===== src/sv/ups_ss_pkg.sv =====
`default_nettype none

package ups_ss_pkg;

  localparam int CNT_W = 20;
  localparam logic [CNT_W-1:0] CNT_MAX = {CNT_W{1'b1}};

  localparam logic [CNT_W-1:0] POWER_OFF_DELAY_RST    = CNT_W'(30 * 1000);
  localparam logic [CNT_W-1:0] RESTORE_DELAY_RST      = CNT_W'(30 * 1000);
  localparam logic [CNT_W-1:0] STATUS_SETTLE_TIME_RST = CNT_W'(500);
  localparam logic [CNT_W-1:0] STATUS_PERIOD_RST      = CNT_W'(30 * 1000);
  localparam logic [CNT_W-1:0] WATCHDOG_LIMIT_RST     = CNT_W'(30 * 1000);

  localparam int CFG_INDEX_W = 3;

  typedef enum logic [CFG_INDEX_W-1:0] {
    CFG_POWER_OFF_DELAY    = 3'd0,
    CFG_RESTORE_DELAY      = 3'd1,
    CFG_STATUS_SETTLE_TIME = 3'd2,
    CFG_STATUS_PERIOD      = 3'd3,
    CFG_WATCHDOG_LIMIT     = 3'd4
  } cfg_index_t;

  localparam logic [7:0] CHAR_LF = 8'h0a;
  localparam logic [7:0] CHAR_CR = 8'h0d;

  // Only the first few characters of a line can take part in a match.
  localparam int CMP_DEPTH  = 6;
  localparam int SHUT_LEN   = 4;
  localparam int NOSHUT_LEN = 6;
  localparam int PING_LEN   = 4;

  localparam logic [8*SHUT_LEN-1:0]   CMD_SHUT   = "shut";
  localparam logic [8*NOSHUT_LEN-1:0] CMD_NOSHUT = "noshut";
  localparam logic [8*PING_LEN-1:0]   CMD_PING   = "ping";

  function automatic logic [CNT_W-1:0] bump(input logic [CNT_W-1:0] c);
    return (c == CNT_MAX) ? c : c + CNT_W'(1);
  endfunction

  function automatic logic [7:0] fold(input logic [7:0] c);
    return (c >= "A" && c <= "Z") ? c + 8'd32 : c;
  endfunction

endpackage

`default_nettype wire


===== src/sv/ups_shutdown_supervisor.sv =====
// An accepted word is held in the input register, and its result goes to the result register.
// Throughput: one word per cycle; the input register and the result register
// both move on every cycle the output side is not stalled.
// Reset (rst, synchronous, active high) restores the register defaults, clears all
// timers and flags, turns the UPS output flag on and empties both pipeline registers.
`default_nettype none

module ups_shutdown_supervisor
  import ups_ss_pkg::*;
#(
  parameter int LINE_DEPTH = 20
) (
  input  wire logic                   clk,
  input  wire logic                   rst,

  input  wire logic                   cfg_valid,
  output logic                        cfg_ready,
  input  wire logic [CFG_INDEX_W-1:0] cfg_index,
  input  wire logic [CNT_W-1:0]       cfg_data,

  input  wire logic                   in_valid,
  output logic                        in_ready,
  input  wire logic                   on_battery_level,
  input  wire logic                   mains_lost_level,
  input  wire logic                   battery_low_level,
  input  wire logic                   mains_ok_level,
  input  wire logic                   char_valid,
  input  wire logic [7:0]             char_code,

  output logic                        out_valid,
  input  wire logic                   out_ready,
  output logic                        status_report,
  output logic                        on_battery,
  output logic                        battery_low,
  output logic                        mains_lost,
  output logic                        mains_ok,
  output logic                        pong,
  output logic                        unrecognized,
  output logic                        watchdog_expired,
  output logic                        shutdown_pulse,
  output logic                        powerup_pulse,
  output logic                        ups_active
);

  localparam int LEN_W = $clog2(LINE_DEPTH + 1);

  logic [CNT_W-1:0] power_off_delay;
  logic [CNT_W-1:0] restore_delay;
  logic [CNT_W-1:0] status_settle_time;
  logic [CNT_W-1:0] status_period;
  logic [CNT_W-1:0] watchdog_limit;

  logic             s1_valid;
  logic             s1_on_battery_level;
  logic             s1_mains_lost_level;
  logic             s1_battery_low_level;
  logic             s1_mains_ok_level;
  logic             s1_char_valid;
  logic [7:0]       s1_char_code;

  logic [3:0]       status_flags;
  logic [CNT_W-1:0] status_elapsed;
  logic             report_pending;
  logic [CNT_W-1:0] watchdog_elapsed;
  logic             off_pending;
  logic [CNT_W-1:0] off_elapsed;
  logic             ups_on_flag;
  logic             restore_waiting;
  logic [CNT_W-1:0] restore_elapsed;
  logic [7:0]       line_buf [CMP_DEPTH];
  logic [LEN_W-1:0] line_length;

  logic [3:0]       status_flags_next;
  logic [CNT_W-1:0] status_elapsed_next;
  logic             report_pending_next;
  logic [CNT_W-1:0] watchdog_elapsed_next;
  logic             off_pending_next;
  logic [CNT_W-1:0] off_elapsed_next;
  logic             ups_on_flag_next;
  logic             restore_waiting_next;
  logic [CNT_W-1:0] restore_elapsed_next;
  logic [LEN_W-1:0] line_length_next;

  logic             store;
  logic             judge;
  logic             skip_restore;
  logic             mains_up_now;
  logic [3:0]       new_flags;
  logic [7:0]       eff_byte [CMP_DEPTH];

  logic             report_next;
  logic             pong_next;
  logic             unrec_next;
  logic             wd_next;
  logic             shut_next;
  logic             up_next;

  logic             out_free;
  logic             advance;

  assign cfg_ready = 1'b1;
  assign out_free  = !out_valid || out_ready;
  assign advance   = s1_valid && out_free;
  assign in_ready  = !s1_valid || out_free;

  always_comb begin
    status_elapsed_next   = bump(status_elapsed);
    watchdog_elapsed_next = bump(watchdog_elapsed);
    off_elapsed_next      = bump(off_elapsed);
    restore_elapsed_next  = bump(restore_elapsed);
    status_flags_next     = status_flags;
    report_pending_next   = report_pending;
    off_pending_next      = off_pending;
    ups_on_flag_next      = ups_on_flag;
    restore_waiting_next  = restore_waiting;
    line_length_next      = line_length;
    report_next           = 1'b0;
    pong_next             = 1'b0;
    unrec_next            = 1'b0;
    wd_next               = 1'b0;
    shut_next             = 1'b0;
    up_next               = 1'b0;
    skip_restore          = 1'b0;
    store                 = 1'b0;
    judge                 = 1'b0;

    new_flags = {~s1_mains_ok_level, ~s1_mains_lost_level,
                 ~s1_battery_low_level, s1_on_battery_level};
    if (new_flags != status_flags) begin
      status_flags_next   = new_flags;
      report_pending_next = 1'b1;
      status_elapsed_next = '0;
    end else if (status_elapsed_next > status_period) begin
      report_next         = 1'b1;
      report_pending_next = 1'b0;
      status_elapsed_next = '0;
    end
    if (report_pending_next && status_elapsed_next > status_settle_time) begin
      report_pending_next = 1'b0;
      report_next         = 1'b1;
      status_elapsed_next = '0;
    end
    mains_up_now = status_flags_next[3];

    if (s1_char_valid) begin
      if (s1_char_code == CHAR_LF || s1_char_code == CHAR_CR) begin
        judge = (line_length != '0);
      end else if (line_length < LEN_W'(LINE_DEPTH)) begin
        store            = 1'b1;
        line_length_next = line_length + LEN_W'(1);
        judge            = (line_length_next >= LEN_W'(LINE_DEPTH));
      end else begin
        judge = 1'b1;
      end
    end

    for (int i = 0; i < CMP_DEPTH; i++) begin
      eff_byte[i] = (store && line_length == LEN_W'(i)) ? fold(s1_char_code) : line_buf[i];
    end

    if (judge) begin
      if (line_length_next == LEN_W'(SHUT_LEN) &&
          {eff_byte[0], eff_byte[1], eff_byte[2], eff_byte[3]} == CMD_SHUT) begin
        watchdog_elapsed_next = '0;
        off_pending_next      = 1'b1;
        off_elapsed_next      = '0;
      end else if (line_length_next == LEN_W'(NOSHUT_LEN) &&
                   {eff_byte[0], eff_byte[1], eff_byte[2], eff_byte[3], eff_byte[4],
                    eff_byte[5]} == CMD_NOSHUT) begin
        watchdog_elapsed_next = '0;
        off_pending_next      = 1'b0;
      end else if (line_length_next == LEN_W'(PING_LEN) &&
                   {eff_byte[0], eff_byte[1], eff_byte[2], eff_byte[3]} == CMD_PING) begin
        pong_next             = 1'b1;
        watchdog_elapsed_next = '0;
      end else begin
        unrec_next = 1'b1;
      end
      line_length_next = '0;
    end

    if (!off_pending_next && watchdog_elapsed_next > watchdog_limit) begin
      wd_next          = 1'b1;
      off_pending_next = 1'b1;
      off_elapsed_next = '0;
    end

    if (off_pending_next) begin
      if (mains_up_now) begin
        off_pending_next = 1'b0;
        skip_restore     = 1'b1;
      end else if (off_elapsed_next > power_off_delay) begin
        shut_next        = 1'b1;
        off_pending_next = 1'b0;
        ups_on_flag_next = 1'b0;
      end
    end

    if (!skip_restore && !ups_on_flag_next && mains_up_now) begin
      if (!restore_waiting) begin
        restore_waiting_next = 1'b1;
        restore_elapsed_next = '0;
      end else if (restore_elapsed_next > restore_delay) begin
        up_next              = 1'b1;
        off_pending_next     = 1'b0;
        ups_on_flag_next     = 1'b1;
        restore_waiting_next = 1'b0;
      end
    end
  end

  always_ff @(posedge clk) begin
    if (rst) begin
      power_off_delay    <= POWER_OFF_DELAY_RST;
      restore_delay      <= RESTORE_DELAY_RST;
      status_settle_time <= STATUS_SETTLE_TIME_RST;
      status_period      <= STATUS_PERIOD_RST;
      watchdog_limit     <= WATCHDOG_LIMIT_RST;
      s1_valid           <= 1'b0;
      out_valid          <= 1'b0;
      status_flags       <= '0;
      status_elapsed     <= '0;
      report_pending     <= 1'b0;
      watchdog_elapsed   <= '0;
      off_pending        <= 1'b0;
      off_elapsed        <= '0;
      ups_on_flag        <= 1'b1;
      restore_waiting    <= 1'b0;
      restore_elapsed    <= '0;
      line_length        <= '0;
    end else begin
      if (cfg_valid && cfg_ready) begin
        case (cfg_index)
          CFG_POWER_OFF_DELAY:    power_off_delay    <= cfg_data;
          CFG_RESTORE_DELAY:      restore_delay      <= cfg_data;
          CFG_STATUS_SETTLE_TIME: status_settle_time <= cfg_data;
          CFG_STATUS_PERIOD:      status_period      <= cfg_data;
          CFG_WATCHDOG_LIMIT:     watchdog_limit     <= cfg_data;
          default: ;
        endcase
      end

      if (in_valid && in_ready) begin
        s1_valid <= 1'b1;
      end else if (advance) begin
        s1_valid <= 1'b0;
      end

      if (advance) begin
        out_valid        <= 1'b1;
        status_flags     <= status_flags_next;
        status_elapsed   <= status_elapsed_next;
        report_pending   <= report_pending_next;
        watchdog_elapsed <= watchdog_elapsed_next;
        off_pending      <= off_pending_next;
        off_elapsed      <= off_elapsed_next;
        ups_on_flag      <= ups_on_flag_next;
        restore_waiting  <= restore_waiting_next;
        restore_elapsed  <= restore_elapsed_next;
        line_length      <= line_length_next;
      end else if (out_ready) begin
        out_valid <= 1'b0;
      end
    end
  end

  always_ff @(posedge clk) begin
    if (in_valid && in_ready) begin
      s1_on_battery_level  <= on_battery_level;
      s1_mains_lost_level  <= mains_lost_level;
      s1_battery_low_level <= battery_low_level;
      s1_mains_ok_level    <= mains_ok_level;
      s1_char_valid        <= char_valid;
      s1_char_code         <= char_code;
    end
    if (advance) begin
      for (int i = 0; i < CMP_DEPTH; i++) begin
        if (store && line_length == LEN_W'(i)) begin
          line_buf[i] <= fold(s1_char_code);
        end
      end
      status_report    <= report_next;
      on_battery       <= status_flags_next[0];
      battery_low      <= status_flags_next[1];
      mains_lost       <= status_flags_next[2];
      mains_ok         <= status_flags_next[3];
      pong             <= pong_next;
      unrecognized     <= unrec_next;
      watchdog_expired <= wd_next;
      shutdown_pulse   <= shut_next;
      powerup_pulse    <= up_next;
      ups_active       <= ups_on_flag_next;
    end
  end

endmodule

`default_nettype wire


===== config.mk =====
export PLATFORM = sky130hd
export DESIGN_NAME = ups_shutdown_supervisor
export DESIGN_NICKNAME = d
export VERILOG_FILES = /design/src/sv/ups_ss_pkg.sv /design/src/sv/ups_shutdown_supervisor.sv
export SDC_FILE = /design/constraint.sdc
export NUM_CORES = 1
export LEC_CHECK = 0
export ABC_AREA = 1
export BUFFER_PORTS_ARGS = -buffer_cell sky130_fd_sc_hd__buf_2
export CORE_ASPECT_RATIO = 1.2
export CORE_UTILIZATION = 35
export CTS_BUF_LIST = sky130_fd_sc_hd__clkbuf_4 sky130_fd_sc_hd__clkbuf_8
export DETAILED_ROUTE_END_ITERATION = 8
export GPL_ROUTABILITY_DRIVEN = 0
export PLACE_DENSITY_LB_ADDON = 0.08
export SYNTH_ARGS = -nofsm -noshare
export SYNTH_HDL_FRONTEND = slang
export SYNTH_SLANG_ARGS = --single-unit
export TNS_END_PERCENT = 30

===== constraint.sdc =====
create_clock -name clk -period 6.6 [get_ports clk]
set_input_delay 0.33 -clock clk [delete_from_list [all_inputs] [get_ports clk]]
set_output_delay 0.33 -clock clk [all_outputs]
set_load 0.02 [all_outputs]

Word-level counts from Yosys, hierarchy flattened
Memories as Yosys holds them, arrays and structs flattened.
Index checks and enable logic that the tools add are counted.
{"block": "totals", "mem_bits_rw": 48, "input_bits": 41, "mem_count": 1, "out_inout_bits": 14, "ff_bits": 219}
{"memory": "line_buf", "words": 6, "word_bits": 8, "rd": 6, "rd_ports_with_merged_regs": 0, "wr": 1, "line_no": "ups_shutdown_supervisor.sv:70", "source": "logic [7:0] line_buf [CMP_DEPTH];"}
{"block": "op_classes", "bitwise_logic": 5, "reduce_logical": 43, "muxes": 101, "eq_ne": 21, "addsub": 6, "order_cmp": 9}
{"operator": "two-way mux 20 bit", "count": 16}
{"operator": "> comparator 20 bit", "count": 5}
{"operator": "two-way mux 8 bit", "count": 12}
{"operator": "adder 20 x 1 -> 20 bit, second input constant", "count": 4}
{"operator": "equality test 20 bit, second input constant", "count": 4}
{"operator": "equality test 32 x 31 -> 1 bit, second input constant", "count": 2}
{"operator": "two-way mux 1 bit", "count": 63}
{"operator": "equality test 48 x 47 -> 1 bit, second input constant", "count": 1}
{"operator": "OR reduction 8 bit", "count": 5}
{"operator": "equality test 5 x 3 -> 1 bit, second input constant", "count": 4}
{"operator": "two-way mux 5 bit", "count": 4}
{"operator": "equality test 8 x 4 -> 1 bit, second input constant", "count": 2}
{"operator": "logical AND 1 bit", "count": 16}
{"operator": "two-way mux 3 bit", "count": 5}
{"operator": "AND reduction 2 bit", "count": 7}
{"operator": "equality test 5 x 2 -> 1 bit, second input constant", "count": 2}
{"operator": "adder 8 x 6 -> 8 bit, second input constant", "count": 1}
{"operator": ">= comparator 8 x 7 -> 1 bit, second input constant", "count": 1}
{"operator": "less-or-equal comparator 8 x 7 -> 1 bit, second input constant", "count": 1}
{"operator": "equality test 3 x 2 -> 1 bit, second input constant", "count": 2}
{"operator": "adder 5 x 1 -> 5 bit, second input constant", "count": 1}
{"operator": "equality test 5 x 1 -> 1 bit, second input constant", "count": 1}
{"operator": ">= comparator 5 bit, second input constant", "count": 1}
{"operator": "logical NOT 1 bit", "count": 5}
{"operator": "13 further kinds", "count": 20}

Depth between registers and ports, before layout
{"block": "logic_depth", "depth_word": 23, "depth_mapped": 49, "depth_no_buf": 46}

Least setup slack after synthesis
OpenSTA, ideal clock, no wires.
{"block": "synth_timing", "path_type": "register to register", "from": "reg s1_char_code[3]", "to": "reg ups_active, data pin", "n_path_buf": 3, "arrival_time_ns": 5.177, "path_slack_ns": 1.159, "setup_ns": 0.264, "synth_period_minus_slack_ns": 5.441, "stages_incl_launch_ff": 45, "path_cell_list": "edfxtp_1 > nand2_1 > inv_2 > nand2_2 > nand2_4 > nand2_4 > buf_8 > nand3_4 > nor2_1 > nand2_1 > nand2_1 > nand2_1 > nor2_1 > nand3_1 > nor2_1 > a21oi_1 > nand3b_1 > nand2_1 > [... 9 more ...] > o21ai_0 > nand2_1 > nor2_4 > nor2_4 > buf_12 > nand2_4 > inv_1 > ha_1 > nand4_1 > or3_1 > nor4_1 > nand2_1 > nand3_1 > o21ai_0 > nor2_1 > nand2_1 > nand2_1 > o21ai_1"}
{"block": "synth_via", "elab_chain_len": 23, "word_cells_on_any_way": 60}
{"element": "start: declaration", "line_no": "ups_shutdown_supervisor.sv:59", "source": "logic [7:0] s1_char_code;"}
{"element": "start signal: assignment", "line_no": "ups_shutdown_supervisor.sv:274", "source": "s1_char_code <= char_code;"}
{"element": "parallel branches: the longest is 11 deep, another holds >= comparator 8 x 7 -> 1 bit"}
{"element": "two-way mux 20 bit (*)", "line_no": "ups_shutdown_supervisor.sv:161", "source": "if (judge) begin"}
{"element": "via watchdog_elapsed_next[19]", "line_no": "ups_shutdown_supervisor.sv:76", "source": "logic [CNT_W-1:0] watchdog_elapsed_next;"}
{"element": "> comparator 20 bit (*)", "line_no": "ups_shutdown_supervisor.sv:182", "source": "if (!off_pending_next && watchdog_elapsed_next > watchdog_limit) begin"}
{"element": "logical AND 1 bit (*)", "line_no": "ups_shutdown_supervisor.sv:182"}
{"element": "two-way mux 20 bit (*)", "line_no": "ups_shutdown_supervisor.sv:182"}
{"element": "via off_elapsed_next[19]", "line_no": "ups_shutdown_supervisor.sv:78", "source": "logic [CNT_W-1:0] off_elapsed_next;"}
{"element": "> comparator 20 bit (*)", "line_no": "ups_shutdown_supervisor.sv:192", "source": "end else if (off_elapsed_next > power_off_delay) begin"}
{"element": "two-way mux 1 bit (*)", "line_no": "ups_shutdown_supervisor.sv:192"}
{"element": "two-way mux 1 bit (*)", "line_no": "ups_shutdown_supervisor.sv:189", "source": "if (mains_up_now) begin"}
{"element": "two-way mux 1 bit (*)", "line_no": "ups_shutdown_supervisor.sv:188", "source": "if (off_pending_next) begin"}
{"element": "logical NOT 1 bit", "line_no": "ups_shutdown_supervisor.sv:199", "source": "if (!skip_restore && !ups_on_flag_next && mains_up_now) begin"}
{"element": "logical AND 1 bit (2 in a row)", "line_no": "ups_shutdown_supervisor.sv:199"}
{"element": "two-way mux 1 bit (*)", "line_no": "ups_shutdown_supervisor.sv:199"}
{"element": "via ups_on_flag_next", "line_no": "ups_shutdown_supervisor.sv:79", "source": "logic ups_on_flag_next;"}
{"element": "end signal: assignment", "line_no": "ups_shutdown_supervisor.sv:292", "source": "ups_active <= ups_on_flag_next;"}
{"element": "end: declaration", "line_no": "ups_shutdown_supervisor.sv:42", "source": "output logic ups_active"}
Mark *: on every way through the listed nets, which the timed path passes.
A chain may end at the register's enable or synchronous reset.

Final worst setup path
{"block": "layout_timing", "from": "reg line_length[1]", "to": "reg ups_active, data pin"}
{"block": "layout_via", "elab_chain_len": 23, "word_cells_on_any_way": 65}
{"element": "start: declaration", "line_no": "ups_shutdown_supervisor.sv:71", "source": "logic [LEN_W-1:0] line_length;"}
{"element": "start signal: assignment", "line_no": "ups_shutdown_supervisor.sv:260", "source": "line_length <= line_length_next;"}
{"element": "< comparator 5 bit", "line_no": "ups_shutdown_supervisor.sv:148", "source": "end else if (line_length < LEN_W'(LINE_DEPTH)) begin"}
{"element": "two-way mux 1 bit", "line_no": "ups_shutdown_supervisor.sv:148"}
{"element": "two-way mux 1 bit", "line_no": "ups_shutdown_supervisor.sv:146", "source": "if (s1_char_code == CHAR_LF || s1_char_code == CHAR_CR) begin"}
{"element": "two-way mux 1 bit", "line_no": "ups_shutdown_supervisor.sv:145", "source": "if (s1_char_valid) begin"}
{"element": "logical AND 1 bit", "line_no": "ups_shutdown_supervisor.sv:158", "source": "eff_byte[i] = (store && line_length == LEN_W'(i)) ? fold(s1_char_code) : line_buf[i];"}
{"element": "two-way mux 8 bit", "line_no": "ups_shutdown_supervisor.sv:158"}
{"element": "equality test 32 x 31 -> 1 bit", "line_no": "ups_shutdown_supervisor.sv:173", "source": "{eff_byte[0], eff_byte[1], eff_byte[2], eff_byte[3]} == CMD_PING) begin"}
{"element": "logical AND 1 bit", "line_no": "ups_shutdown_supervisor.sv:172", "source": "end else if (line_length_next == LEN_W'(PING_LEN) &&"}
{"element": "[... 4 more ...]"}
{"element": "via watchdog_elapsed_next[7]", "line_no": "ups_shutdown_supervisor.sv:76"}
{"element": "[... 3 more ...]"}
{"element": "via off_elapsed_next[8]", "line_no": "ups_shutdown_supervisor.sv:78"}
{"element": "> comparator 20 bit (*)", "line_no": "ups_shutdown_supervisor.sv:192"}
{"element": "two-way mux 1 bit (*)", "line_no": "ups_shutdown_supervisor.sv:192"}
{"element": "two-way mux 1 bit (*)", "line_no": "ups_shutdown_supervisor.sv:189"}
{"element": "two-way mux 1 bit (*)", "line_no": "ups_shutdown_supervisor.sv:188"}
{"element": "logical NOT 1 bit", "line_no": "ups_shutdown_supervisor.sv:199"}
{"element": "logical AND 1 bit (2 in a row)", "line_no": "ups_shutdown_supervisor.sv:199"}
{"element": "two-way mux 1 bit (*)", "line_no": "ups_shutdown_supervisor.sv:199"}
{"element": "via ups_on_flag_next", "line_no": "ups_shutdown_supervisor.sv:79"}
The timed path passes the listed nets; every way through them passes the cells marked *.

==> impl_metrics.tcl <==
set metrics [dict create \
    die-area_um2 45600 \
    synth_ff_type "dfxtp_1" \
    status "finished clean" \
    synth_area_um2 15700 \
    antenna_found_initial 1 \
    ys_seq_area_share_pct 38.7 \
    rsz0062_at_grt "true" \
    cts_buffer_depth 3 \
    netSwitchingPower_uw 1110 \
    path_class "reg2reg" \
    end_kind "flop" \
    tns_ns 0 \
    start_util_pct 35.7 \
    synthToLayoutAreaGrowth_pct 18.1 \
    cts_buffers 49 \
    switching_share_pct 27.3 \
    synth.ff_latch_count 267 \
    slew_headroom_pct 24.9 \
    drt.antenna.violating_nets 0 \
    place_inst 2681 \
    instances_no_fill 2799 \
    final_common_cell "nand2_1" \
    vias_per_cell 5.01 \
    ys_types 58 \
    fmax_ghz 0.162 \
    finalCritPeriodShare_pct 93.6 \
    worstMarginPinSlew_ns 1.13 \
    grt_start_max_net_pins 113 \
    clock_tree.root_cell "clkbuf_8" \
    synth_edf_count 72 \
    cp-start-kind "flop" \
    path_common_cell "nand2_1" \
    power_uw 4060 \
    power.leakage_uw 0.00814 \
    grtUsageTotal_pct 20.5 \
    ios 55 \
    nFillCells 4557 \
    critPathMaxFanout 10 \
    p_int_uw 2950 \
    cpPeakStageDelay_ns 0.32 \
    syn-num-nets 2206 \
    portBuffers 53 \
    cp.required_ns 6.95 \
    syn_inst 2056 \
    min_period_ns 6.18 \
    pre_cts_ws_ns -0.0615 \
    die_h_um 234 \
    first_iter_violations 690 \
    yosys_warnings 0 \
    power_frac_comb_pct 12.5 \
    crit_arrival_ns 6.53 \
    dieWidth_um 195 \
    p_seq_share_pct 43.8 \
    rows 84 \
    hold_viol_final 0 \
    clock-sinks 267 \
    clock_power_share_pct 43.7 \
    htreeDepth 2 \
    ys_async_sr_fraction_pct 0 \
    avgSynthCellArea_um2 7.62 \
    maxCapViolCount 0 \
    cts_tree "built" \
    ir_drop_mv 0.129 \
    drtPass1Iterations 5 \
    vias 14017 \
    clock_latency_ns 0.63 \
    final_cell_mix "405 x nand2_1, 271 x inv_1, 198 x a21oi_1" \
    cp_slowest_cell "nor4_2" \
    drv_slew 0 \
    postPlaceCellArea_um2 17000 \
    worstHoldPathType "in2reg" \
    dp_hpwl_mm 33.7 \
    grt_overflow 0 \
    grt_pass1_vias 13508 \
    drive_gt1_share_pct 16.3 \
    fin_skew_ns 0.0152 \
    routed_wl_mm 46.9 \
    path_clk_slew_ns 0.06 \
    setup_viol 0 \
    wl_per_cell_um 16.8 \
    core_um2 43900 \
    route.detailed.drc 0 \
    final_cell_area_um2 18500 \
    layout_setup_ws_ns 0.420 \
    grt_pass1_wl_mm 73.1 \
    power.density_nw_per_um2 220 \
    nets 2349 \
]
[routing by layer]
metal	track usage, %	vias up	part of all wire, %	wire (um)
met4	6.52	0	3.0	1390
met1	25.4	6486	45	21200
met2	36.4	287	48	22500
met3	3.26	97	3.9	1840
met5	0	-	0	0
li1	-	7147	-	-
[state kept, by name (all words and copies together), names as in the netlist, 20 cells and up]
register,count
restore_elapsed,20
status_period,20
status_settle_time,20
line_buf,48
power_off_delay,20
restore_delay,20
status_elapsed,20
off_elapsed,20
watchdog_elapsed,20
watchdog_limit,20
[through the flow]
| stage | hold WS (ns) | utilization (%) |
|---|---|---|
| floorplan | 0.429 | - |
| global placement | 0.451 | 38.6 |
| detailed placement | 0.454 | 38.6 |
| CTS | 0.0301 | 41.5 |
| global route | 0.0643 | 42.1 |
| finish | 0.0791 | 42.1 |
[critical path: cells and delay by family (launching register included)]
family / cells / cell delay [ns]
compound gates: 8 / 1.01
fa+ha+maj: 3 / 0.51
buf+inv: 10 / 1.36
flops: 1 / 0.31
simple gates: 22 / 2.68
[cell families after synthesis]
logic type | share of synthesized area, %
fa+ha+maj | 8.71
flops | 38.7
compound gates | 16.3
other cells | 0.0239
mux | 0.192
xor+xnor | 3.19
simple gates | 23.6
buf+inv | 9.28
[Yosys cell counts (7+ instances only)]
library cell	count	area share, %
dfxtp_1	195	25
nand3b_1	7	0.34
nand3_1	67	2.1
o21bai_1	20	0.96
inv_1	276	6.6
nand4_1	46	1.8
edfxtp_1	72	14
o211ai_1	29	1.4
o21ai_0	144	4.6
a21oi_2	21	1.2
xor2_1	36	2.0
a21oi_1	201	6.4
nand2_4	23	1.7
nor2_1	170	4.1
ha_1	109	8.7
o21ai_1	8	0.26
clkbuf_1	58	1.4
a31oi_1	8	0.32
inv_2	9	0.22
nor3_1	29	0.93
xnor2_1	21	1.2
nand2_1	412	9.9
nor4_1	16	0.64
[final timing paths]
path                          startpoint                      to  slack [ns]  cells past startpoint
setup / recovery          line_length[1]              ups_active        0.42                     43
hold reg to reg   status_settle_time[18]  status_settle_time[18]        0.46                      2
hold / removal               cfg_data[2]   status_settle_time[2]        0.08                      3
setup reg to reg          line_length[1]              ups_active        0.42                     43
[power groups by stage]
stage	sequential [uW]	combinational, uW	clock, uW
3_5_place_dp	1810	486	0
6_report	1780	509	1770
4_1_cts	1780	496	1840
5_1_grt	1780	566	1900
2_1_floorplan	1810	313	0
3_3_place_gp	1810	484	0
[what timing repair did]
item,in CTS,in global routing
setup endpoints to repair,3,24
endpoints found under the hold margin,15,0
resized for setup,1,49
setup buffers,0,8
pin swaps,0,12
hold buffers,16,0
cloned,0,2
[cell type report]
| class | instances | area, um^2 | area share [%] |
|---|---|---|---|
| timing repair buffer | 165 | 1200 | 6.51 |
| clock buffer | 79 | 993 | 5.37 |
| sequential | 267 | 6070 | 32.8 |
| multi-input combinational | 1430 | 8340 | 45.1 |
| tap | 559 | 699 | 3.78 |
| antenna | 1 | 2.50 | 0.0135 |
| inverter | 286 | 1080 | 5.82 |
| clock inverter | 12 | 113 | 0.609 |
Note: power is estimated with default switching activity, not from simulation.
